[config.mk]
export PLATFORM = sky130hd
export DESIGN_NAME = bpa_word_unit
export DESIGN_NICKNAME = d
export VERILOG_FILES = /design/src/rtl/assert_macros.svh /design/src/rtl/bpa_pkg.sv /design/src/rtl/bpa_word_unit.sv
export SDC_FILE = /design/constraint.sdc
export NUM_CORES = 1
export LEC_CHECK = 0
export BUFFER_PORTS_ARGS = -buffer_cell sky130_fd_sc_hd__buf_2
export CORE_AREA = 2 2 71 73
export DETAILED_ROUTE_END_ITERATION = 12
export DIE_AREA = 0 0 73 75
export SYNTH_ARGS = -nofsm -noshare
export SYNTH_HDL_FRONTEND = slang
export SYNTH_SLANG_ARGS = --single-unit
[constraint.sdc]
create_clock -name vclk -period 1.2
set_input_delay 0.06 -clock vclk [all_inputs]
set_output_delay 0.06 -clock vclk [all_outputs]
set_load 0.02 [all_outputs]
[src/rtl/assert_macros.svh]
// Assertion macros shared by the allocator modules.
`ifndef ASSERT_MACROS_SVH
`define ASSERT_MACROS_SVH

// Checks that a condition implies another in the same cycle.
`define BPA_ASSERT_IMPLY(lbl, a, b) \
  lbl: assert property (@(posedge clk) disable iff (rst) (a) |-> (b)) \
    else $error("allocator check failed");

// Checks that a condition implies another in the following cycle.
`define BPA_ASSERT_NEXT(lbl, a, b) \
  lbl: assert property (@(posedge clk) disable iff (rst) (a) |=> (b)) \
    else $error("allocator check failed");

`endif

[src/rtl/bpa_pkg.sv]
// Package with types, codes and geometry helpers for the buddy page allocator.
`timescale 1ns / 1ps
package bpa_pkg;

  localparam int NUM_PAGES_DEF = 4096;
  localparam int MAX_ORDER_DEF = 10;
  localparam int WORD_BITS     = 32;
  localparam int BIT_W         = 5;
  localparam int PAGE_SHIFT    = 12;
  localparam int RES_W         = 13;

  localparam logic [1:0] KIND_ALLOC = 2'd0;
  localparam logic [1:0] KIND_FREE  = 2'd1;
  localparam logic [1:0] KIND_INIT  = 2'd2;

  localparam logic [1:0] ST_OK       = 2'd0;
  localparam logic [1:0] ST_EXHAUST  = 2'd1;
  localparam logic [1:0] ST_BAD_SIZE = 2'd2;

  typedef struct packed {
    logic [1:0]  kind;
    logic [10:0] size_pages;
    logic [23:0] block_address;
  } bpa_cmd_t;

  typedef struct packed {
    logic [23:0] address;
    logic [1:0]  status;
  } bpa_result_t;

  typedef enum logic [1:0] {
    WOP_ZERO,
    WOP_SET_A,
    WOP_CLR_A,
    WOP_CLR_AB
  } bpa_wop_t;

  typedef struct packed {
    logic             any;
    logic [BIT_W-1:0] first;
    logic             b_set;
  } bpa_wres_t;

  typedef enum logic [3:0] {
    S_IDLE,
    S_CLEAR,
    S_CARVE_RD,
    S_CARVE_WR,
    S_SCAN_RD,
    S_SCAN_CHK,
    S_SPLIT_RD,
    S_SPLIT_WR,
    S_FREE_RD,
    S_FREE_CHK,
    S_FIN
  } bpa_state_t;

  // Number of 32-bit words that hold the free bits of one order.
  function automatic int words_in(int np, int k);
    return ((np >> k) + WORD_BITS - 1) >> BIT_W;
  endfunction

  // First word of an order's region in the bit store.
  function automatic int word_base(int np, int k);
    int b;
    b = 0;
    for (int i = 0; i < 18; i++) begin
      if (i < k) b += words_in(np, i);
    end
    return b;
  endfunction

endpackage

[src/rtl/bpa_word_unit.sv]
// Shared word unit: finds the first free bit, tests a bit and edits bits of one word.
`timescale 1ns / 1ps
module bpa_word_unit import bpa_pkg::*; (
  input  logic [WORD_BITS-1:0] word,
  input  bpa_wop_t             op,
  input  logic [BIT_W-1:0]     bit_a,
  input  logic [BIT_W-1:0]     bit_b,
  output logic [WORD_BITS-1:0] new_word,
  output bpa_wres_t            res
);

  always_comb begin
    res.any   = |word;
    res.first = '0;
    for (int i = WORD_BITS - 1; i >= 0; i--) begin
      if (word[i]) res.first = BIT_W'(i);
    end
    res.b_set = word[bit_b];
  end

  always_comb begin
    new_word = word;
    unique case (op)
      WOP_ZERO:   new_word = '0;
      WOP_SET_A:  new_word[bit_a] = 1'b1;
      WOP_CLR_A:  new_word[bit_a] = 1'b0;
      WOP_CLR_AB: begin
        new_word[bit_a] = 1'b0;
        new_word[bit_b] = 1'b0;
      end
      default:    new_word = word;
    endcase
  end

endmodule

Word level (Yosys, flattened, before mapping)
Index checks and enable logic that the tools add are counted.
{"block": "classes", "mux": 39, "eq_ne": 3, "reduce_logical": 4, "magnitude_cmp": 4, "n_bitwise": 5}
{"cell": "$mux W5", "n": 32}
{"cell": "$pmux W32 S4", "n": 1}
{"cell": "$and A32 B32 Y32", "n": 2}
{"cell": "$not A32 Y32", "n": 2}
{"cell": "$or A32 B32 Y32", "n": 1}
{"cell": "$reduce_or A32 Y1", "n": 1}
{"cell": "$lt A5 B6 Y1 const B", "n": 2}
{"cell": "$demux W1 S5", "n": 2}
{"cell": "$ge A5 B1 Y1 const B", "n": 2}
{"cell": "$bmux W1 S5", "n": 1}
{"cell": "$eq A2 B2 Y1 const B", "n": 2}
{"cell": "$mux W1", "n": 3}
{"cell": "$eq A2 B1 Y1 const B", "n": 1}
{"cell": "$logic_and A1 B1 Y1", "n": 2}
{"cell": "$logic_not A2 Y1", "n": 1}
{"block": "word_totals", "regBits": 0, "input_bits": 44, "wordCells": 55, "output_inout_bits": 39}

Logic depth before layout (Yosys ltp)
Gate-level depths: netlist (run 1).
{"block": "logic_depth", "depth_word": 32, "depth_mapped": 6, "depth_no_buf": 5}

Worst setup path before layout (run 1)
OpenSTA, ideal clock, no wires.
{"block": "synth_path", "path_kind": "input-to-output", "startpoint": "input word[30]", "endpoint": "output res[1] (netlist bit)", "path_stages": 5, "slack_ns": -0.077, "arrival_ns": 1.217, "cell_sequence": "nor3b_1 nor3_1 o31ai_1 o2111ai_1 a221oi_1"}
{"element": "start: declaration", "line": "bpa_word_unit.sv:4", "source": "input logic [WORD_BITS-1:0] word,"}
{"element": "end: declaration", "line": "bpa_word_unit.sv:9", "source": "output bpa_wres_t res"}

==> impl_metrics.tcl, run 1 <==
set metrics [dict create \
    finalWorstSetupSlack_ns -0.09611 \
    start_util_pct 33.83 \
    die_area_sq_um 5475 \
    path_cells "buf_6 > nand2b_4 > a21oi_2 > nor4_2 > buf_4 > o2111ai_4 > a221oi_2 > buf_4" \
    hold_class "in -> out" \
    fin_nets 459 \
    seqCellArea_sq_um 0 \
    path_class "in -> out" \
    syn_avg_cell_area_sq_um 5.610 \
    path_common_cell "buf_4" \
    rows 25 \
    area_delta_synth_final_pct 86.19 \
    via_per_inst 5.852 \
    critPathMaxFanout 6 \
    die_h_um 75 \
    p_switching_mw 0.6227 \
    dp_hpwl_mm 5.771 \
    antenna_cells 0 \
    first_global_vias 2368 \
    grtUsageMet1_pct 37.78 \
    grtUsageMet2_pct 46.25 \
    maxCapViolCount 0 \
    dp_cells 461 \
    hold_viol_final 0 \
    max_stage_delay_ns 0.25 \
    vias 2733 \
    max_freq_ghz 0.7715 \
    syn_inst 281 \
    grtUsageTotal_pct 26.31 \
    ys_warn_count 0 \
    synth_top_area_share_pct 19.05 \
    firstDrtPassIters 5 \
    end_kind "output pin" \
    wl_per_cell_um 16.36 \
    worst_pin_slew_ns 0.3322 \
    post-route-period-util_pct 108.0 \
    crit_required_ns 1.14 \
    die_w_um 73 \
    synth_area_leaders "a21oi_1, nand2_1, nand3_1" \
    place_ws_ns -0.3238 \
    slew_viol_final 0 \
    ys_types 35 \
    ys_seq_area_share_pct 0 \
    antenna_found_initial 0 \
    period_needed_ns 1.296 \
    rsz0062_at_grt "true" \
    layout-drive-gt1-share_pct 51.57 \
    violations "setup timing" \
    multi_input_area_sq_um 1780 \
    status "complete, but fails checks" \
    slowest_stage "a221oi_2" \
    synth_nets 325 \
    grt_first_pass_wirelength_mm 11.63 \
    p_per_area_nw_per_um2 382.1 \
    portBuffers 83 \
    grt_overflow 0 \
    min_path_cells 4 \
    drt_drc_violations_left 0 \
    setup_tns_ns -0.3212 \
    gp_congestion 0.9006 \
    grt_max_degree 18 \
    design.seq.count 0 \
    worstPathArrival_ns 1.24 \
    finalSetupViolCount 7 \
    p_clk_share_pct 0 \
    grt.busiest_layer "met2" \
    max-vdd-ir-drop_mv 0.1657 \
    nFillCells 450 \
    critPathLaunchType "input pin" \
    n_clock_buffer 0 \
    drt-initial-drc-count 305 \
    fin_cells 467 \
    drt_wl_total_mm 7.639 \
    netlist_area_sq_um 1577 \
    pwr-share-seq_pct 0 \
    gr-usage-met3_pct 0.5355 \
    ant_nets 0 \
    intPower_mw 0.4989 \
    combinationalPowerShare_pct 100.0 \
    relSlewSlack_pct 77.83 \
    core_sq_um 4661 \
    switching_share_pct 55.52 \
    yosys.area.top_type "a21oi_1" \
    leakage_nw 1.275 \
    pin_count 83 \
]
-- worst max-delay path: cells and delay by family --
kind	cells	cell delay [ns]
simple gates	2	0.28
buf+inv	3	0.48
compound gates	3	0.42
-- path summary, 6_finish.rpt --
kind	startpoint	endpoint	slack (ns)
setup / recovery	word[11]	res[1]	-0.1
hold / removal	word[0]	res[1]	0.52
-- routing by layer --
metal / vias up / part of all wire [%] / wire (um)
met5: - / 0 / 0
met4: 0 / 0.38 / 29
met3: 2 / 6.0 / 455
met2: 127 / 50 / 3855
met1: 1297 / 43 / 3299
li1: 1307 / - / -
-- cells by family (layout without fill, tap and decap cells) --
kind of cell           count (synthesis)  after routing  share of synthesized area, %
AND/OR/NAND/NOR                      168            168                         50.87
AO/OA/AOI/OAI                         83             83                         29.92
buffers and inverters                 22            154                         6.349
multiplexers                           8              8                         12.86
-- layout make-up --
| cell class | count | share of cell area, % |
|---|---|---|
| multi-input cells | 259 | 60.66 |
| well taps | 54 | 2.302 |
| inverters | 6 | 0.7673 |
| repair buffers | 148 | 36.27 |
-- through the flow --
step	total power [mW]	hold slack (ns)	utilization [%]	area [sq um]
finish	1.122	0.5250	62.98	2935
global route	1.198	0.5434	62.98	2935
CTS	0.9562	0.5154	55.44	2584
detailed placement	0.8998	0.5156	52.16	2431
global placement	0.8919	0.5108	52.16	2431
floorplan	0.4591	0.1622	-	1583
-- power groups by stage --
stage | clock network, mW | registers, mW | logic (mW)
2_1_floorplan | 0 | 0 | 0.459
3_3_place_gp | 0 | 0 | 0.892
3_5_place_dp | 0 | 0 | 0.900
4_1_cts | 0 | 0 | 0.956
5_1_grt | 0 | 0 | 1.20
6_report | 0 | 0 | 1.12
-- synth_stat cells (3+ instances only) --
| cell | count |
|---|---|
| nor3b_2 | 4 |
| nand2_1 | 75 |
| o21ai_0 | 3 |
| nor2_1 | 20 |
| nor4_1 | 6 |
| nor2b_1 | 3 |
| nor3_1 | 8 |
| mux4_1 | 6 |
| buf_1 | 3 |
| nor3b_1 | 5 |
| clkbuf_1 | 9 |
| inv_1 | 6 |
| a21oi_1 | 60 |
| nand3_1 | 34 |
| a22oi_1 | 10 |
-- cell usage in the layout, fill, tap and decap left out, drive strengths merged, types with 8 or more instances in the layout --
cell / count
buf: 148
nand2: 75
a21oi: 60
nand3: 34
nor2: 20
a22oi: 10
nor3b: 9
mux4: 8
nor3: 8
-- what timing repair did --
action                                  CTS  global route
gates resized for setup                  31           102
endpoints found under the setup margin   38            39
hold buffers                              0             0
pin swaps                                12            21
buffers inserted                          4             2
(Power assumes the default switching activity.)
==> run 2: changes to the inputs <==
--- a/config.mk
+++ b/config.mk
@@ -9,6 +9,7 @@
 export CORE_AREA = 2 2 71 73
 export DETAILED_ROUTE_END_ITERATION = 12
 export DIE_AREA = 0 0 73 75
+export RECOVER_POWER = 100
 export SYNTH_ARGS = -nofsm -noshare
 export SYNTH_HDL_FRONTEND = slang
 export SYNTH_SLANG_ARGS = --single-unit
==> impl_metrics.tcl, run 2 (synthesized netlist as in run 1, its figures left out) <==
set metrics [dict create \
    period_needed_ns 1.302 \
    post-route-period-util_pct 108.5 \
    crit_required_ns 1.14 \
    path_class "in -> out" \
    worstPathArrival_ns 1.24 \
    path_common_cell "buf_4" \
    power_mw 1.107 \
    die_area_sq_um 5475 \
    rsz0062_at_grt "true" \
    critPathLaunchType "input pin" \
    intPower_mw 0.4863 \
    switching_share_pct 56.05 \
    leakage_nw 1.266 \
    fin_nets 459 \
    fin_util_pct 62.31 \
    end_kind "output pin" \
    via_per_inst 5.809 \
    max-vdd-ir-drop_mv 0.1658 \
    vias 2713 \
    worst_pin_slew_ns 0.3380 \
    nFillCells 459 \
    antenna_found_initial 0 \
    max_stage_delay_ns 0.25 \
    antenna_cells 0 \
    grt_first_pass_wirelength_mm 11.63 \
    design.seq.count 0 \
    die_h_um 75 \
    crit_buf_inv 3 \
    crit_family "buffers and inverters" \
    portBuffers 83 \
    status "complete, but fails checks" \
    area_delta_synth_final_pct 84.21 \
    die_w_um 73 \
    n_clock_buffer 0 \
    relSlewSlack_pct 77.44 \
    combinationalPowerShare_pct 100.0 \
    multi_input_area_sq_um 1774 \
    start_util_pct 33.83 \
    max_freq_ghz 0.7680 \
    dp_hpwl_mm 5.771 \
    core_sq_um 4661 \
    hold_viol_final 0 \
    drt_drc_violations_left 0 \
    final_common_cell "buf_4" \
    drt-initial-drc-count 278 \
    slew_viol_final 0 \
    p_switching_mw 0.6203 \
    hold_class "in -> out" \
    drt_wl_total_mm 7.645 \
    pin_count 83 \
    pwr-share-seq_pct 0 \
    violations "setup timing" \
    finalWorstSetupSlack_ns -0.1022 \
    layout-drive-gt1-share_pct 51.57 \
    firstDrtPassIters 5 \
    top_layer_used "met4" \
    first_global_vias 2368 \
    seqCellArea_sq_um 0 \
    final_cell_mix "buf_4, nand2_1, buf_2, a21oi_1, nand3_1" \
    path_cells "buf_6 > nand2b_4 > a21oi_2 > nor4_2 > buf_4 > o2111ai_4 > a221oi_2 > buf_4" \
    rows 25 \
    route.met2.wl_mm 3.841 \
    grt_max_degree 18 \
    grtUsageTotal_pct 26.31 \
    p_clk_share_pct 0 \
    gp_congestion 0.9006 \
    wl_per_cell_um 16.37 \
    ant_nets 0 \
    wl_met3_um 535 \
    place_ws_ns -0.3238 \
    maxCapViolCount 0 \
    slowest_stage "a221oi_2" \
    finalSetupViolCount 10 \
    grt_overflow 0 \
    wl_met1_mm 3.220 \
    critPathMaxFanout 6 \
    p_per_area_nw_per_um2 381.1 \
]
## run 2: changes by cell type in the layout (fill, tap and decap cells not counted)
cell / before / now
buf_2: 49 / 50
buf_4: 83 / 79
clkbuf_4: 0 / 1
nor3b_2: 4 / 5
buf_8: 2 / 3
nor3b_4: 4 / 3
clkbuf_2: 0 / 4
buf_6: 13 / 11
buf_12: 1 / 0
## run 2: routing by layer
metal,track usage (%),up-vias
met3,0.5355,6
met5,0,-
met2,46.25,131
li1,-,1304
met1,37.78,1272
met4,1.646,0
## run 2: final cells by class
cell class,instances,area share [%]
inverter,6,0.7755
multi-input combinational,259,61.09
tap,54,2.327
timing repair buffer,148,35.80
## run 2: power groups by stage
stage,Sequential (mW),Combinational [mW],Clock (mW)
6_report,0,1.11,0
3_3_place_gp,0,0.892,0
2_1_floorplan,0,0.459,0
4_1_cts,0,0.956,0
3_5_place_dp,0,0.900,0
5_1_grt,0,1.18,0
## run 2: stage by stage
stage	instance area [sq um]	hold WS [ns]	setup TNS (ns)	cells
final	2904	0.5224	-0.3615	467
after global routing	2904	0.5434	-1.283	467
after CTS	2584	0.5154	-0.7274	465
after detailed placement	2431	0.5156	-5.579	461
after global placement	2431	0.5108	-5.036	461
after floorplan	1583	0.1622	0	281
## run 2: final timing paths
kind  cells after the start     start  endpoint
max                       8  word[11]    res[1]
min                       4   word[0]    res[1]
## run 2: what timing repair did
item / in CTS / in global routing
resized for setup: 31 / 102
hold buffers: 0 / 0
pin swaps: 12 / 21
endpoints found under the setup margin: 38 / 39
setup buffers: 4 / 2
## run 2: worst min-delay path, stage by stage
cell and delay, ns:
buf_2 0.10, buf_4 0.12, a221oi_2 0.03, buf_4 0.15
==> run 3: changes to the inputs <==
--- a/config.mk
+++ b/config.mk
@@ -10,6 +10,7 @@
 export DETAILED_ROUTE_END_ITERATION = 12
 export DIE_AREA = 0 0 73 75
 export RECOVER_POWER = 100
+export REMOVE_ABC_BUFFERS = 1
 export SYNTH_ARGS = -nofsm -noshare
 export SYNTH_HDL_FRONTEND = slang
 export SYNTH_SLANG_ARGS = --single-unit
==> impl_metrics.tcl, run 3 (synthesized netlist as in run 1, its figures left out) <==
set metrics [dict create \
    critPathLaunchType "input pin" \
    cp-startpoint "word[11]" \
    finalWorstSetupSlack_ns -0.1246 \
    leakage_nw 1.298 \
    max-vdd-ir-drop_mv 0.2060 \
    portBuffers 83 \
    hold_class "in -> out" \
    gr-usage-met3_pct 1.071 \
    worstPathArrival_ns 1.26 \
    wl_per_cell_um 16.00 \
    hold_viol_final 0 \
    grt_overflow 0 \
    die_w_um 73 \
    max_freq_ghz 0.7550 \
    end_kind "output pin" \
    fin_nets 466 \
    violations "setup timing" \
    grt_first_pass_wirelength_mm 11.50 \
    post-route-period-util_pct 110.4 \
    grtUsageMet1_pct 36.30 \
    slowest_stage "a2111oi_2" \
    maxCapViolCount 0 \
    postPlaceCellArea_sq_um 2480 \
    path_common_cell "buf_4" \
    die_h_um 75 \
    rows 25 \
    path_cells "buf_6 > nand2b_4 > a21oi_2 > nor4_4 > buf_4 > a2111oi_2 > a221oi_2 > buf_4" \
    vias 2806 \
    seqCellArea_sq_um 0 \
    worst_pin_slew_ns 0.4465 \
    period_needed_ns 1.325 \
    first_global_vias 2445 \
    layout-drive-gt1-share_pct 50.95 \
    drt_wl_total_mm 7.584 \
    p_per_area_nw_per_um2 378.6 \
    antenna_found_initial 0 \
    dp_cells 465 \
    fin_cells 474 \
    pwr-share-seq_pct 0 \
    grt.busiest_layer "met2" \
    drt-initial-drc-count 358 \
    critPathMaxFanout 5 \
    n_clock_buffer 0 \
    p_switching_mw 0.6088 \
    intPower_mw 0.4964 \
    grt_max_degree 33 \
    slew_viol_final 0 \
    die_area_sq_um 5475 \
    status "complete, but fails checks" \
    path_class "in -> out" \
    via_per_inst 5.920 \
    stdcell_area_sq_um 2919 \
    crit_required_ns 1.14 \
    ant_nets 0 \
    firstDrtPassIters 5 \
    switching_share_pct 55.08 \
    pin_count 83 \
    core_sq_um 4661 \
    final_cell_mix "nand2_1, buf_4, a21oi_1, buf_2, nand3_1" \
    grtUsageMet2_pct 45.05 \
    grtUsageTotal_pct 26.02 \
    dp_hpwl_mm 5.517 \
    final_common_cell "nand2_1" \
    gp_congestion 0.8900 \
    hold_ws_ns 0.5100 \
    p_clk_share_pct 0 \
    max_stage_delay_ns 0.32 \
    area_delta_synth_final_pct 85.16 \
    antenna_cells 0 \
    rsz0062_at_grt "true" \
    combinationalPowerShare_pct 100.0 \
    power_mw 1.105 \
    drt_drc_violations_left 0 \
    start_util_pct 33.83 \
    design.seq.count 0 \
    finalSetupViolCount 7 \
    relSlewSlack_pct 70.10 \
    crit_end "res[1]" \
]
run 3: changes by cell type in the layout (fill, tap and decap cells not counted), moves of 2 or more:
cell      delta
nor3_2       -3
nor3b_4      -2
nor3b_2      +2
buf_6        +7
buf_4        -9
buf_12       +2
a21oi_2      -5
nor4_4       -2
clkbuf_2     +9
nor3_1       +2
a21oi_1      +5
nor4_2       +3
run 3: cell type report:
| type | count | area, sq um |
|---|---|---|
| fill | 428 | 1742 |
| multi-input combinational | 259 | 1705 |
| timing repair buffer | 155 | 1124 |
| tap | 54 | 67.56 |
| inverter | 6 | 22.52 |
run 3: power groups by stage:
stage                     combinational (mW)  clock, mW  sequential, mW
after global routing                    1.18          0               0
final                                   1.11          0               0
after global placement                 0.902          0               0
after detailed placement               0.913          0               0
after floorplan                        0.420          0               0
after CTS                              0.988          0               0
run 3: worst min-delay path by stage:
stage / start / to / slack (ns) / cells after the start
after floorplan: word[0] / res[1] / 0.20 / 1
final: word[0] / res[1] / 0.51 / 4
after global routing: word[0] / res[1] / 0.53 / 4
after CTS: word[0] / res[1] / 0.52 / 4
after global placement: word[0] / res[1] / 0.51 / 4
after detailed placement: word[0] / res[1] / 0.51 / 4
run 3: repair_timing:
action | CTS | global route
gates resized for setup | 43 | 65
hold buffers | 0 | 0
pin swaps | 8 | 18
setup buffers | 6 | 3
endpoints found under the setup margin | 35 | 32
cloned | 0 | 0
run 3: per-stage QoR:
step | util, % | setup slack [ns] | TNS (ns)
after floorplan | - | -0.07698 | -0.09375
after global placement | 53.21 | -0.2682 | -5.452
after detailed placement | 53.21 | -0.2773 | -5.663
after CTS | 57.21 | -0.1971 | -0.5693
after global routing | 62.63 | -0.2232 | -1.109
final | 62.63 | -0.1246 | -0.4861
run 3: routing by layer:
| metal | vias to the layer above | routed length, um |
|---|---|---|
| met2 | 173 | 3793 |
| li1 | 1322 | - |
| met3 | 30 | 581 |
| met1 | 1281 | 2960 |
| met5 | - | 0 |
| met4 | 0 | 248 |
run 3: worst max-delay path, delay by kind of cell:
family	cells	cell delay (ns)
simple gates	2	0.20
buf+inv	3	0.42
compound gates	3	0.58
