==> src/rtl/assert_macros.svh <==
// Assertion macros shared by the allocator modules.
`ifndef ASSERT_MACROS_SVH
`define ASSERT_MACROS_SVH

// Checks that a condition implies another in the same cycle.
`define BPA_ASSERT_IMPLY(lbl, a, b) \
  lbl: assert property (@(posedge clk) disable iff (rst) (a) |-> (b)) \
    else $error("allocator check failed");

// Checks that a condition implies another in the following cycle.
`define BPA_ASSERT_NEXT(lbl, a, b) \
  lbl: assert property (@(posedge clk) disable iff (rst) (a) |=> (b)) \
    else $error("allocator check failed");

`endif

==> src/rtl/bpa_pkg.sv <==
// Package with types, codes and geometry helpers for the buddy page allocator.
`timescale 1ns / 1ps
package bpa_pkg;

  localparam int NUM_PAGES_DEF = 4096;
  localparam int MAX_ORDER_DEF = 10;
  localparam int WORD_BITS     = 32;
  localparam int BIT_W         = 5;
  localparam int PAGE_SHIFT    = 12;
  localparam int RES_W         = 13;

  localparam logic [1:0] KIND_ALLOC = 2'd0;
  localparam logic [1:0] KIND_FREE  = 2'd1;
  localparam logic [1:0] KIND_INIT  = 2'd2;

  localparam logic [1:0] ST_OK       = 2'd0;
  localparam logic [1:0] ST_EXHAUST  = 2'd1;
  localparam logic [1:0] ST_BAD_SIZE = 2'd2;

  typedef struct packed {
    logic [1:0]  kind;
    logic [10:0] size_pages;
    logic [23:0] block_address;
  } bpa_cmd_t;

  typedef struct packed {
    logic [23:0] address;
    logic [1:0]  status;
  } bpa_result_t;

  typedef enum logic [1:0] {
    WOP_ZERO,
    WOP_SET_A,
    WOP_CLR_A,
    WOP_CLR_AB
  } bpa_wop_t;

  typedef struct packed {
    logic             any;
    logic [BIT_W-1:0] first;
    logic             b_set;
  } bpa_wres_t;

  typedef enum logic [3:0] {
    S_IDLE,
    S_CLEAR,
    S_CARVE_RD,
    S_CARVE_WR,
    S_SCAN_RD,
    S_SCAN_CHK,
    S_SPLIT_RD,
    S_SPLIT_WR,
    S_FREE_RD,
    S_FREE_CHK,
    S_FIN
  } bpa_state_t;

  // Number of 32-bit words that hold the free bits of one order.
  function automatic int words_in(int np, int k);
    return ((np >> k) + WORD_BITS - 1) >> BIT_W;
  endfunction

  // First word of an order's region in the bit store.
  function automatic int word_base(int np, int k);
    int b;
    b = 0;
    for (int i = 0; i < 18; i++) begin
      if (i < k) b += words_in(np, i);
    end
    return b;
  endfunction

endpackage

==> src/rtl/bpa_ctrl.sv <==
// Sequencer of the allocator: clearing, carving, allocation scan, splits and merges.
`timescale 1ns / 1ps
`include "assert_macros.svh"
module bpa_ctrl import bpa_pkg::*; #(
  parameter int NUM_PAGES = NUM_PAGES_DEF,
  parameter int MAX_ORDER = MAX_ORDER_DEF,
  parameter int WORDS     = 258,
  parameter int AW        = 9
) (
  input  logic                 clk,
  input  logic                 rst,
  input  logic                 start,
  input  bpa_cmd_t             cmd,
  input  logic [RES_W-1:0]     reserved,
  output logic                 busy,
  output logic                 result_valid,
  output bpa_result_t          result,
  output logic                 we,
  output logic [AW-1:0]        waddr,
  output logic [AW-1:0]        raddr,
  output bpa_wop_t             op,
  output logic [BIT_W-1:0]     bit_a,
  output logic [BIT_W-1:0]     bit_b,
  input  bpa_wres_t            wres
);

  localparam int PGW = $clog2(NUM_PAGES + 1);
  localparam int PW  = (PGW > PAGE_SHIFT) ? PGW : PAGE_SHIFT;
  localparam int OW  = (MAX_ORDER > 1) ? $clog2(MAX_ORDER + 1) : 1;
  localparam int EW  = ((PW > MAX_ORDER) ? PW : MAX_ORDER) + 2;

  bpa_state_t       state, state_next;
  logic [AW-1:0]    wcnt, wcnt_next;
  logic             init, init_next;
  logic [OW-1:0]    k_req, k_req_next;
  logic [OW-1:0]    j, j_next;
  logic [AW-1:0]    wo, wo_next;
  logic [PW-1:0]    idx, idx_next;
  logic [PW-1:0]    page, page_next;
  logic [PW-1:0]    p, p_next;
  logic [OW-1:0]    ck, ck_next;
  bpa_result_t      res, res_next;

  logic [3:0]       korder;
  logic             bad_size;
  logic [PW-1:0]    page_in;
  logic [PW-1:0]    free_idx;
  logic [OW-1:0]    cc;
  logic [PW-1:0]    idx_found;
  logic [PW-1:0]    page_found;
  logic [PW-1:0]    split_idx;
  logic [PW-1:0]    carve_idx;
  logic [OW-1:0]    ord_sel;
  logic [AW-1:0]    woff_sel;
  logic [AW-1:0]    mem_addr;
  logic [EW-1:0]    p_sum;
  logic [PW-1:0]    p_start;

  // Request decode.
  always_comb begin
    bad_size = (cmd.size_pages == '0) ||
               (32'(cmd.size_pages) > (32'd1 << MAX_ORDER));
    korder = '0;
    for (int c = 11; c >= 0; c--) begin
      if ((12'd1 << c) >= {1'b0, cmd.size_pages}) korder = 4'(c);
    end
    page_in  = PW'(cmd.block_address[23:PAGE_SHIFT]);
    free_idx = page_in >> OW'(korder);
  end

  // Largest aligned block that fits at the carve pointer.
  always_comb begin
    cc = '0;
    for (int c = 0; c <= MAX_ORDER; c++) begin
      if (((EW'(p) & ((EW'(1) << c) - EW'(1))) == '0) &&
          (EW'(p) + (EW'(1) << c) <= EW'(NUM_PAGES)))
        cc = OW'(c);
    end
  end

  assign idx_found  = PW'({wo, wres.first});
  assign page_found = idx_found << j;
  assign split_idx  = (page >> j) + PW'(1);
  assign carve_idx  = p >> ((state == S_CARVE_RD) ? cc : ck);
  assign p_sum      = EW'(p) + (EW'(1) << ck);
  assign p_start    = (32'(reserved) > NUM_PAGES) ? PW'(NUM_PAGES) : PW'(reserved);

  // Next state and datapath registers.
  always_comb begin
    state_next = state;
    wcnt_next  = wcnt;
    init_next  = init;
    k_req_next = k_req;
    j_next     = j;
    wo_next    = wo;
    idx_next   = idx;
    page_next  = page;
    p_next     = p;
    ck_next    = ck;
    res_next   = res;
    unique case (state)
      S_IDLE: begin
        if (start) begin
          res_next.address = '0;
          res_next.status  = ST_OK;
          state_next       = S_FIN;
          priority if (cmd.kind == KIND_INIT) begin
            wcnt_next  = '0;
            init_next  = 1'b1;
            state_next = S_CLEAR;
          end else if (cmd.kind == KIND_ALLOC) begin
            if (bad_size) begin
              res_next.status = ST_BAD_SIZE;
            end else begin
              k_req_next = OW'(korder);
              j_next     = OW'(korder);
              wo_next    = '0;
              if (words_in(NUM_PAGES, int'(korder)) == 0) res_next.status = ST_EXHAUST;
              else state_next = S_SCAN_RD;
            end
          end else if (cmd.kind == KIND_FREE) begin
            if (bad_size) begin
              res_next.status = ST_BAD_SIZE;
            end else if (free_idx < (PW'(NUM_PAGES) >> OW'(korder))) begin
              j_next     = OW'(korder);
              idx_next   = free_idx;
              state_next = S_FREE_RD;
            end
          end else begin
            state_next = S_FIN;
          end
        end
      end
      S_CLEAR: begin
        wcnt_next = wcnt + AW'(1);
        if (32'(wcnt) == WORDS - 1) begin
          if (init) begin
            init_next  = 1'b0;
            p_next     = p_start;
            state_next = (32'(p_start) < NUM_PAGES) ? S_CARVE_RD : S_FIN;
          end else begin
            state_next = S_IDLE;
          end
        end
      end
      S_CARVE_RD: begin
        ck_next    = cc;
        state_next = S_CARVE_WR;
      end
      S_CARVE_WR: begin
        p_next     = PW'(p_sum);
        state_next = (p_sum >= EW'(NUM_PAGES)) ? S_FIN : S_CARVE_RD;
      end
      S_SCAN_RD: state_next = S_SCAN_CHK;
      S_SCAN_CHK: begin
        if (wres.any) begin
          page_next        = page_found;
          res_next.address = {page_found[PAGE_SHIFT-1:0], PAGE_SHIFT'(0)};
          res_next.status  = ST_OK;
          if (j > k_req) begin
            j_next     = j - OW'(1);
            state_next = S_SPLIT_RD;
          end else begin
            state_next = S_FIN;
          end
        end else if (32'(wo) == words_in(NUM_PAGES, int'(j)) - 1) begin
          if ((32'(j) == MAX_ORDER) || (words_in(NUM_PAGES, int'(j) + 1) == 0)) begin
            res_next.status = ST_EXHAUST;
            state_next      = S_FIN;
          end else begin
            j_next     = j + OW'(1);
            wo_next    = '0;
            state_next = S_SCAN_RD;
          end
        end else begin
          wo_next    = wo + AW'(1);
          state_next = S_SCAN_RD;
        end
      end
      S_SPLIT_RD: state_next = S_SPLIT_WR;
      S_SPLIT_WR: begin
        if (j > k_req) begin
          j_next     = j - OW'(1);
          state_next = S_SPLIT_RD;
        end else begin
          state_next = S_FIN;
        end
      end
      S_FREE_RD: state_next = S_FREE_CHK;
      S_FREE_CHK: begin
        if ((32'(j) < MAX_ORDER) && wres.b_set) begin
          idx_next   = idx >> 1;
          j_next     = j + OW'(1);
          state_next = S_FREE_RD;
        end else begin
          state_next = S_FIN;
        end
      end
      S_FIN: state_next = S_IDLE;
      default: state_next = S_IDLE;
    endcase
  end

  // Store address: one adder shared by every access but the clear sweep.
  always_comb begin
    ord_sel  = j;
    woff_sel = wo;
    unique case (state)
      S_CARVE_RD, S_CARVE_WR: begin
        ord_sel  = (state == S_CARVE_RD) ? cc : ck;
        woff_sel = AW'(carve_idx >> BIT_W);
      end
      S_SPLIT_RD, S_SPLIT_WR: woff_sel = AW'(split_idx >> BIT_W);
      S_FREE_RD, S_FREE_CHK:  woff_sel = AW'(idx >> BIT_W);
      default: woff_sel = wo;
    endcase
    mem_addr = AW'(word_base(NUM_PAGES, int'(ord_sel))) + woff_sel;
  end

  // Store and word unit controls.
  always_comb begin
    busy  = (state != S_IDLE);
    we    = 1'b0;
    op    = WOP_SET_A;
    bit_a = '0;
    bit_b = '0;
    raddr = mem_addr;
    waddr = mem_addr;
    unique case (state)
      S_CLEAR: begin
        we    = 1'b1;
        op    = WOP_ZERO;
        waddr = wcnt;
      end
      S_CARVE_WR: begin
        we    = 1'b1;
        bit_a = carve_idx[BIT_W-1:0];
      end
      S_SCAN_CHK: begin
        we    = wres.any;
        op    = WOP_CLR_A;
        bit_a = wres.first;
      end
      S_SPLIT_WR: begin
        we    = 1'b1;
        bit_a = split_idx[BIT_W-1:0];
      end
      S_FREE_CHK: begin
        we    = 1'b1;
        bit_a = idx[BIT_W-1:0];
        bit_b = idx[BIT_W-1:0] ^ BIT_W'(1);
        op    = ((32'(j) < MAX_ORDER) && wres.b_set) ? WOP_CLR_AB : WOP_SET_A;
      end
      default: we = 1'b0;
    endcase
  end

  always_ff @(posedge clk) begin
    if (rst) begin
      state        <= S_CLEAR;
      wcnt         <= '0;
      init         <= 1'b0;
      result_valid <= 1'b0;
    end else begin
      state        <= state_next;
      wcnt         <= wcnt_next;
      init         <= init_next;
      result_valid <= (state == S_FIN);
    end
  end

  always_ff @(posedge clk) begin
    k_req <= k_req_next;
    j     <= j_next;
    wo    <= wo_next;
    idx   <= idx_next;
    page  <= page_next;
    p     <= p_next;
    ck    <= ck_next;
    res   <= res_next;
  end

  assign result = res;

  `BPA_ASSERT_IMPLY(a_result_idle, result_valid, !busy)
  `BPA_ASSERT_NEXT(a_accept_busy, start && !busy, busy)
  `BPA_ASSERT_IMPLY(a_result_after_work, result_valid, $past(busy))

endmodule

==> config.mk <==
export PLATFORM = sky130hd
export DESIGN_NAME = bpa_ctrl
export DESIGN_NICKNAME = d
export VERILOG_FILES = /design/src/rtl/bpa_pkg.sv /design/src/rtl/bpa_ctrl.sv
export VERILOG_INCLUDE_DIRS = /design/src /design/src/rtl
export SDC_FILE = /design/constraint.sdc
export NUM_CORES = 1
export LEC_CHECK = 0
export BUFFER_PORTS_ARGS = -buffer_cell sky130_fd_sc_hd__buf_4
export CORE_ASPECT_RATIO = 0.75
export CORE_MARGIN = 4
export CORE_UTILIZATION = 55
export CTS_BUF_LIST = sky130_fd_sc_hd__clkbuf_8 sky130_fd_sc_hd__clkbuf_16
export CTS_CLUSTER_SIZE = 30
export DETAILED_ROUTE_END_ITERATION = 7
export HOLD_SLACK_MARGIN = 0.05
export PLACE_DENSITY_LB_ADDON = 0.2
export SYNTH_ARGS = -nofsm -noshare
export SYNTH_HDL_FRONTEND = slang
export SYNTH_SLANG_ARGS = --single-unit
==> constraint.sdc <==
create_clock -name clk -period 10.7 [get_ports clk]
set_clock_uncertainty 0.2 [all_clocks]
set_input_delay 1.07 -clock clk [delete_from_list [all_inputs] [get_ports clk]]
set_output_delay 1.07 -clock clk [all_outputs]
set_load 0.03 [all_outputs]
# == Word level (Yosys, flattened, before mapping) ==
# Index checks and enable logic that the tools add are counted.
# totals
register_bits,101
input_bits,60
out_inout_bits,59
elab_cells,303
# op_classes
addsub,37
n_lt_le_gt_ge,42
eq_ne,36
n_shift,9
mux,114
bitwise_logic,3
n_reduce_logical,49
# op_table
operator,count
$mux W9,22
$mux W4,44
$logic_not A15 Y1,10
$le A14 B13 Y1 const B,10
$mux W13,10
$add A32 B7 Y32 const B,3
$sub A32 B2 Y32 const B,3
$logic_not A32 Y1,2
$shr A13 B4 Y32 const A,2
$add A9 B2 Y9 const B,6
$pmux W13 S2,2
$pmux W26 S2,1
$pmux W4 S10,1
$pmux W9 S2,2
$eq A9 B32 Y1,1
$shr A13 B5 Y32 const A,1
$mux W2,14
$sub A27 B1 Y28 const B,1
$pmux W9 S3,1
$mux W26,1
$ne A2 B2 Y1 const B,13
$shr A13 B4 Y13,2
$mux W24,1
$ne A3 B3 Y1 const B,8
other kinds (82),129

# == Longest topological paths before layout ==
# logic_depth
word_depth,43
mapped_depth,36
mapped_depth_nobuf,34

# == Worst setup path after synthesis ==
# Ideal clock, no wire load.
# synth_timing
path_kind,reg-to-output
from,register p[7]
to,output port waddr[8]
arrival_ps,7110
path_slack_ps,2320
stages_incl_launch_ff,36
path_cell_list,edfxtp_1 > ha_1 > buf_2 > and3b_1 > or4_1 > a2111oi_0 > o21ai_1 > nand2_2 > o2111ai_4 > and2_4 > buf_6 > o31ai_2 > nor2b_1 > nand2_1 > o21ai_0 > ha_1 > nand2_1 > o221ai_1 > ha_1 > a21oi_1 > o21ai_0 > ha_1 > a21oi_1 > o31ai_1 > inv_1 > fa_1 > inv_1 > a21oi_1 > o21bai_1 > a21oi_1 > o21bai_1 > a21o_1 > a21oi_1 > xnor2_1 > o21bai_1 > a31oi_1
# synth_via
elab_chain_cells,43
# synth_rtl
item,line_no,source
start: declaration,bpa_ctrl.sv:40,"logic [PW-1:0] p, p_next;"
start signal: assignment,bpa_ctrl.sv:278,p <= p_next;
$add A13 B2 Y14,bpa_ctrl.sv:76,(EW'(p) + (EW'(1) << c) <= EW'(NUM_PAGES)))
$le A14 B13 Y1,bpa_ctrl.sv:76,
$logic_and A1 B1 Y1,bpa_ctrl.sv:75,if (((EW'(p) & ((EW'(1) << c) - EW'(1))) == '0) &&
$mux W1,bpa_ctrl.sv:75,
$mux W2 (2 in series),bpa_ctrl.sv:75,
$mux W3 (3 in series),bpa_ctrl.sv:75,
$mux W4 (4 in series),bpa_ctrl.sv:75,
$mux W4,--,
[... 21 more ...],--,
$add A9 B2 Y9,bpa_pkg.sv:68,"if (i < k) b += words_in(np, i);"
$mux W9,bpa_pkg.sv:68,
$add A9 B2 Y9,bpa_pkg.sv:68,
$mux W9,bpa_pkg.sv:68,
$add A9 B2 Y9,bpa_pkg.sv:68,
$mux W9,bpa_pkg.sv:68,
$add A9 B9 Y9 (*),bpa_ctrl.sv:217,"mem_addr = AW'(word_base(NUM_PAGES, int'(ord_sel))) + woff_sel;"
$mux W9 (*),bpa_ctrl.sv:229,unique case (state)
end: declaration,bpa_ctrl.sv:19,"output logic [AW-1:0] waddr,"
# Every way passes the cells marked *; elsewhere a longest branch is shown, timed or not.

# == Final worst setup path ==
# layout_timing
from,register p[6]
to,output port waddr[8]
# The elaborated chain is that of the path after synthesis.

==> reports/qor.csv <==
stage,metric,value,unit
status,status,completed,
worst_setup_path,critical path peak fanout,25,
floorplan,num ports,119,
timing,Sum Neg Setup Slack,0,ns
drt,Routed WL per cell,19.84,um
timing,post-route clock period utilization,95.24,%
cells_and_area,Final Non-Filler Cells,1650,
timing,pins over their slew limit,0,
yosys,Synth area leaders,"edfxtp_1 (19%), ha_1 (8.9%), mux2i_1 (5.7%), nand2_1 (5.3%), nor2_1 (4.5%)",
pwr,Clk pwr share,44.1,%
yosys,ys flop type,edfxtp_1,
cells_and_area,Total Nets Final,1537,
cts,CTS H-tree lvls,3,
cells_and_area,layout cell share with drive strength beyond 1,11.62,%
pwr,Sw Share,25.08,%
cts,post-CTS sizing,0,
yosys,syn avg cell area,7.787,um^2
cts,root buffer cell,clkbuf_16,
timing,Final Hold Fails,0,
yosys,synthesized instance count,1371,
worst_hold_path,hold crit path type,reg -> reg,
cells_and_area,FILL cells,1668,
cells_and_area,Seq. cell area,2452,um^2
yosys,Synth cell types,91,
drt,post-route ant nets,0,
timing,RSZ-0062 raised after global routing,no,
global_routing,vias in the first global route,9497,
timing,Rel. slew slack,22.95,%
pwr,register share of total power,45.5,%
cts,CTS tree,done,
worst_setup_path,most used cell along the critical path,a21oi_1,
place,Post-DP Area,11370,um^2
global_routing,largest net degree at the start of global routing,41,
timing,Least-Margin Pin Slew,1.152,ns
cells_and_area,# diodes,0,
yosys,ys async rst share,0,%
place,Inst Count DP,1635,
cts,clock slew at reported path FFs,0.08,ns
yosys,post-synthesis sequential area ratio,22.97,%
cts,Clock Sinks,88,
cts,clk buf depth,2,
cts,Post CTS Setup Buffer Count,0,
cts,worst skew pair latency,0.37,ns
yosys,Synth area leader,edfxtp_1,
floorplan,die footprint,21730,um^2
yosys,post-synthesis register bit count,88,
drt,drt drc,0,
place,GP Congestion,0.9733,
cts,CTS Buf Count,9,
pwr,overall power,808.8,uW
global_routing,grt total ovfl,0,
yosys,Post-synth top cells,"nand2_1 (152), nor2_1 (128), a21oi_1 (95), ha_1 (76), edfxtp_1 (69)",
pwr,P per Cell Area,69.16,nW/um^2
cells_and_area,area grow syn2layout,9.528,%
worst_setup_path,Startpoint Class,flip-flop,
floorplan,chip width,168.9,um
cells_and_area,Post-Layout Inst Area,11690,um^2
worst_setup_path,max incr delay on CP,0.64,ns
drt,drt first pass iters,6,
place,# port buffers,94,
global_routing,global-route wire length before repair,51320,um
timing,Period minus WS final,10.19,ns
pwr,sw power,202.8,uW
yosys,most common cell in the synthesized netlist,nand2_1,
pwr,P_leak,4.747,nW
floorplan,CORE AREA,18780,um^2
yosys,Post-synth EDFFs,69,
yosys,yosys warns,0,
global_routing,gr usage total,29.22,%
yosys,Yosys top cell area share,19.41,%
drt,Via-to-Cell Ratio,6.581,
worst_setup_path,critical path class,reg -> out,
yosys,mapped cell area,10680,um^2
drt,DR vias,10860,
pwr,Combinational Power Share,10.3,%
cts,hold_buf cts,0,
global_routing,initial antenna violation count,0,
drt,drt initial violations,1465,
worst_setup_path,CP endpoint kind,primary output,
run,total of max-cap violations,0,
pwr,Worst VDD drop,0.06564,mV
timing,# setup viols final,0,
worst_setup_path,CP arrival,8.92,ns
place,DP HPWL,24590,um
pwr,Power Internal,605.9,uW
floorplan,die span in y,128.7,um
floorplan,Core Rows,43,
worst_setup_path,slowest CP cell,a2111oi_0,
timing,Fmax,0.09813,GHz
worst_setup_path,Required @ worst endpoint,9.43,ns
drt,Post-Route WL,32730,um
cells_and_area,Post-Route Utilization,62.28,%
cells_and_area,footprint of the multi-input gates,7596,um^2
floorplan,Initial Util,56.86,%
-- cell families after synthesis --
| kind of cell | after synthesis | share of synthesized area, % |
|---|---|---|
| XOR/XNOR | 68 | 5.578 |
| other | 2 | 0.07034 |
| AND/OR/NAND/NOR | 537 | 24.56 |
| buffers and inverters | 157 | 6.305 |
| multiplexers | 78 | 8.039 |
| flip-flops | 88 | 22.97 |
| AO/OA/AOI/OAI | 363 | 23.19 |
| adder cells (fa/ha/maj) | 78 | 9.282 |
-- layout by cell type (no fill, tap or decap), types with 13 or more instances in the layout --
cell type	count
o22ai_1	13
dfxtp_1	19
a31oi_1	19
xor2_1	34
nor2b_1	18
nor2_1	128
a21o_1	19
a211oi_1	19
o21ai_0	62
nor4_1	14
conb_1	13
xnor2_1	34
nand2b_1	24
inv_1	50
nand4_1	17
nor3_1	48
mux2i_1	61
edfxtp_1	69
and3_1	22
ha_1	76
and2_1	18
a21oi_1	95
nand3_1	41
nand2_1	152
buf_4	108
-- worst max-delay path, delay by kind of cell (launching register included) --
family          cells  cell delay [ns]
compound gates     19             3.90
xor+xnor            1             0.21
fa+ha+maj           5             1.76
buf+inv             4             0.64
flops               1             0.44
simple gates        6             1.56
-- layout make-up --
cell class,count,share of cell area (%)
Multi-Input combinational cell,1137,64.96
Clock inverter,6,0.8025
Timing Repair Buffer,108,6.933
Tap cell,247,2.643
Sequential cell,88,20.97
Inverter,55,1.765
Clock buffer,9,1.926
-- final timing paths --
kind | startpoint | to | slack (ns) | cells past startpoint
setup / recovery | p[6] | waddr[8] | 0.51 | 35
hold / removal | wcnt[1] | wcnt[1] | 0.37 | 2
setup reg to reg | j[2] | result[1] | 5.52 | 17
hold reg to reg | wcnt[1] | wcnt[1] | 0.37 | 2
-- power by group through the flow --
stage / Combinational (mW) / Clock (mW) / Sequential, mW
after floorplan: 0.0547 / 0 / 0.375
after global placement: 0.0804 / 0 / 0.376
after detailed placement: 0.0815 / 0 / 0.376
after CTS: 0.0820 / 0.359 / 0.368
after global routing: 0.0913 / 0.371 / 0.369
final: 0.0836 / 0.357 / 0.368
-- per-layer routing --
metal / part of all wire, % / GRT usage, % / vias up
met2: 41 / 41.29 / 691
met4: 1.7 / 6.966 / 0
li1: - / - / 5075
met1: 45 / 44.98 / 5042
met3: 13 / 6.511 / 50
met5: 0 / 0 / -
-- flip-flops by register name, summed over array words and instances (netlist names) --
name,flops
j,4
wo,9
state,4
wcnt,9
page,13
init,1
ck,4
result,14
p,13
k_req,4
result_valid,1
idx,12
-- through the flow --
| stage | hold slack [ns] | worst slack (ns) |
|---|---|---|
| floorplan | 0.2862 | 2.320 |
| global route | 0.4215 | 0.01821 |
| global placement | 0.3277 | 1.511 |
| CTS | 0.3595 | 0.6899 |
| finish | 0.3655 | 0.5092 |
| detailed placement | 0.3524 | 1.113 |
No activity file was read; power rests on OpenSTA's default activity.
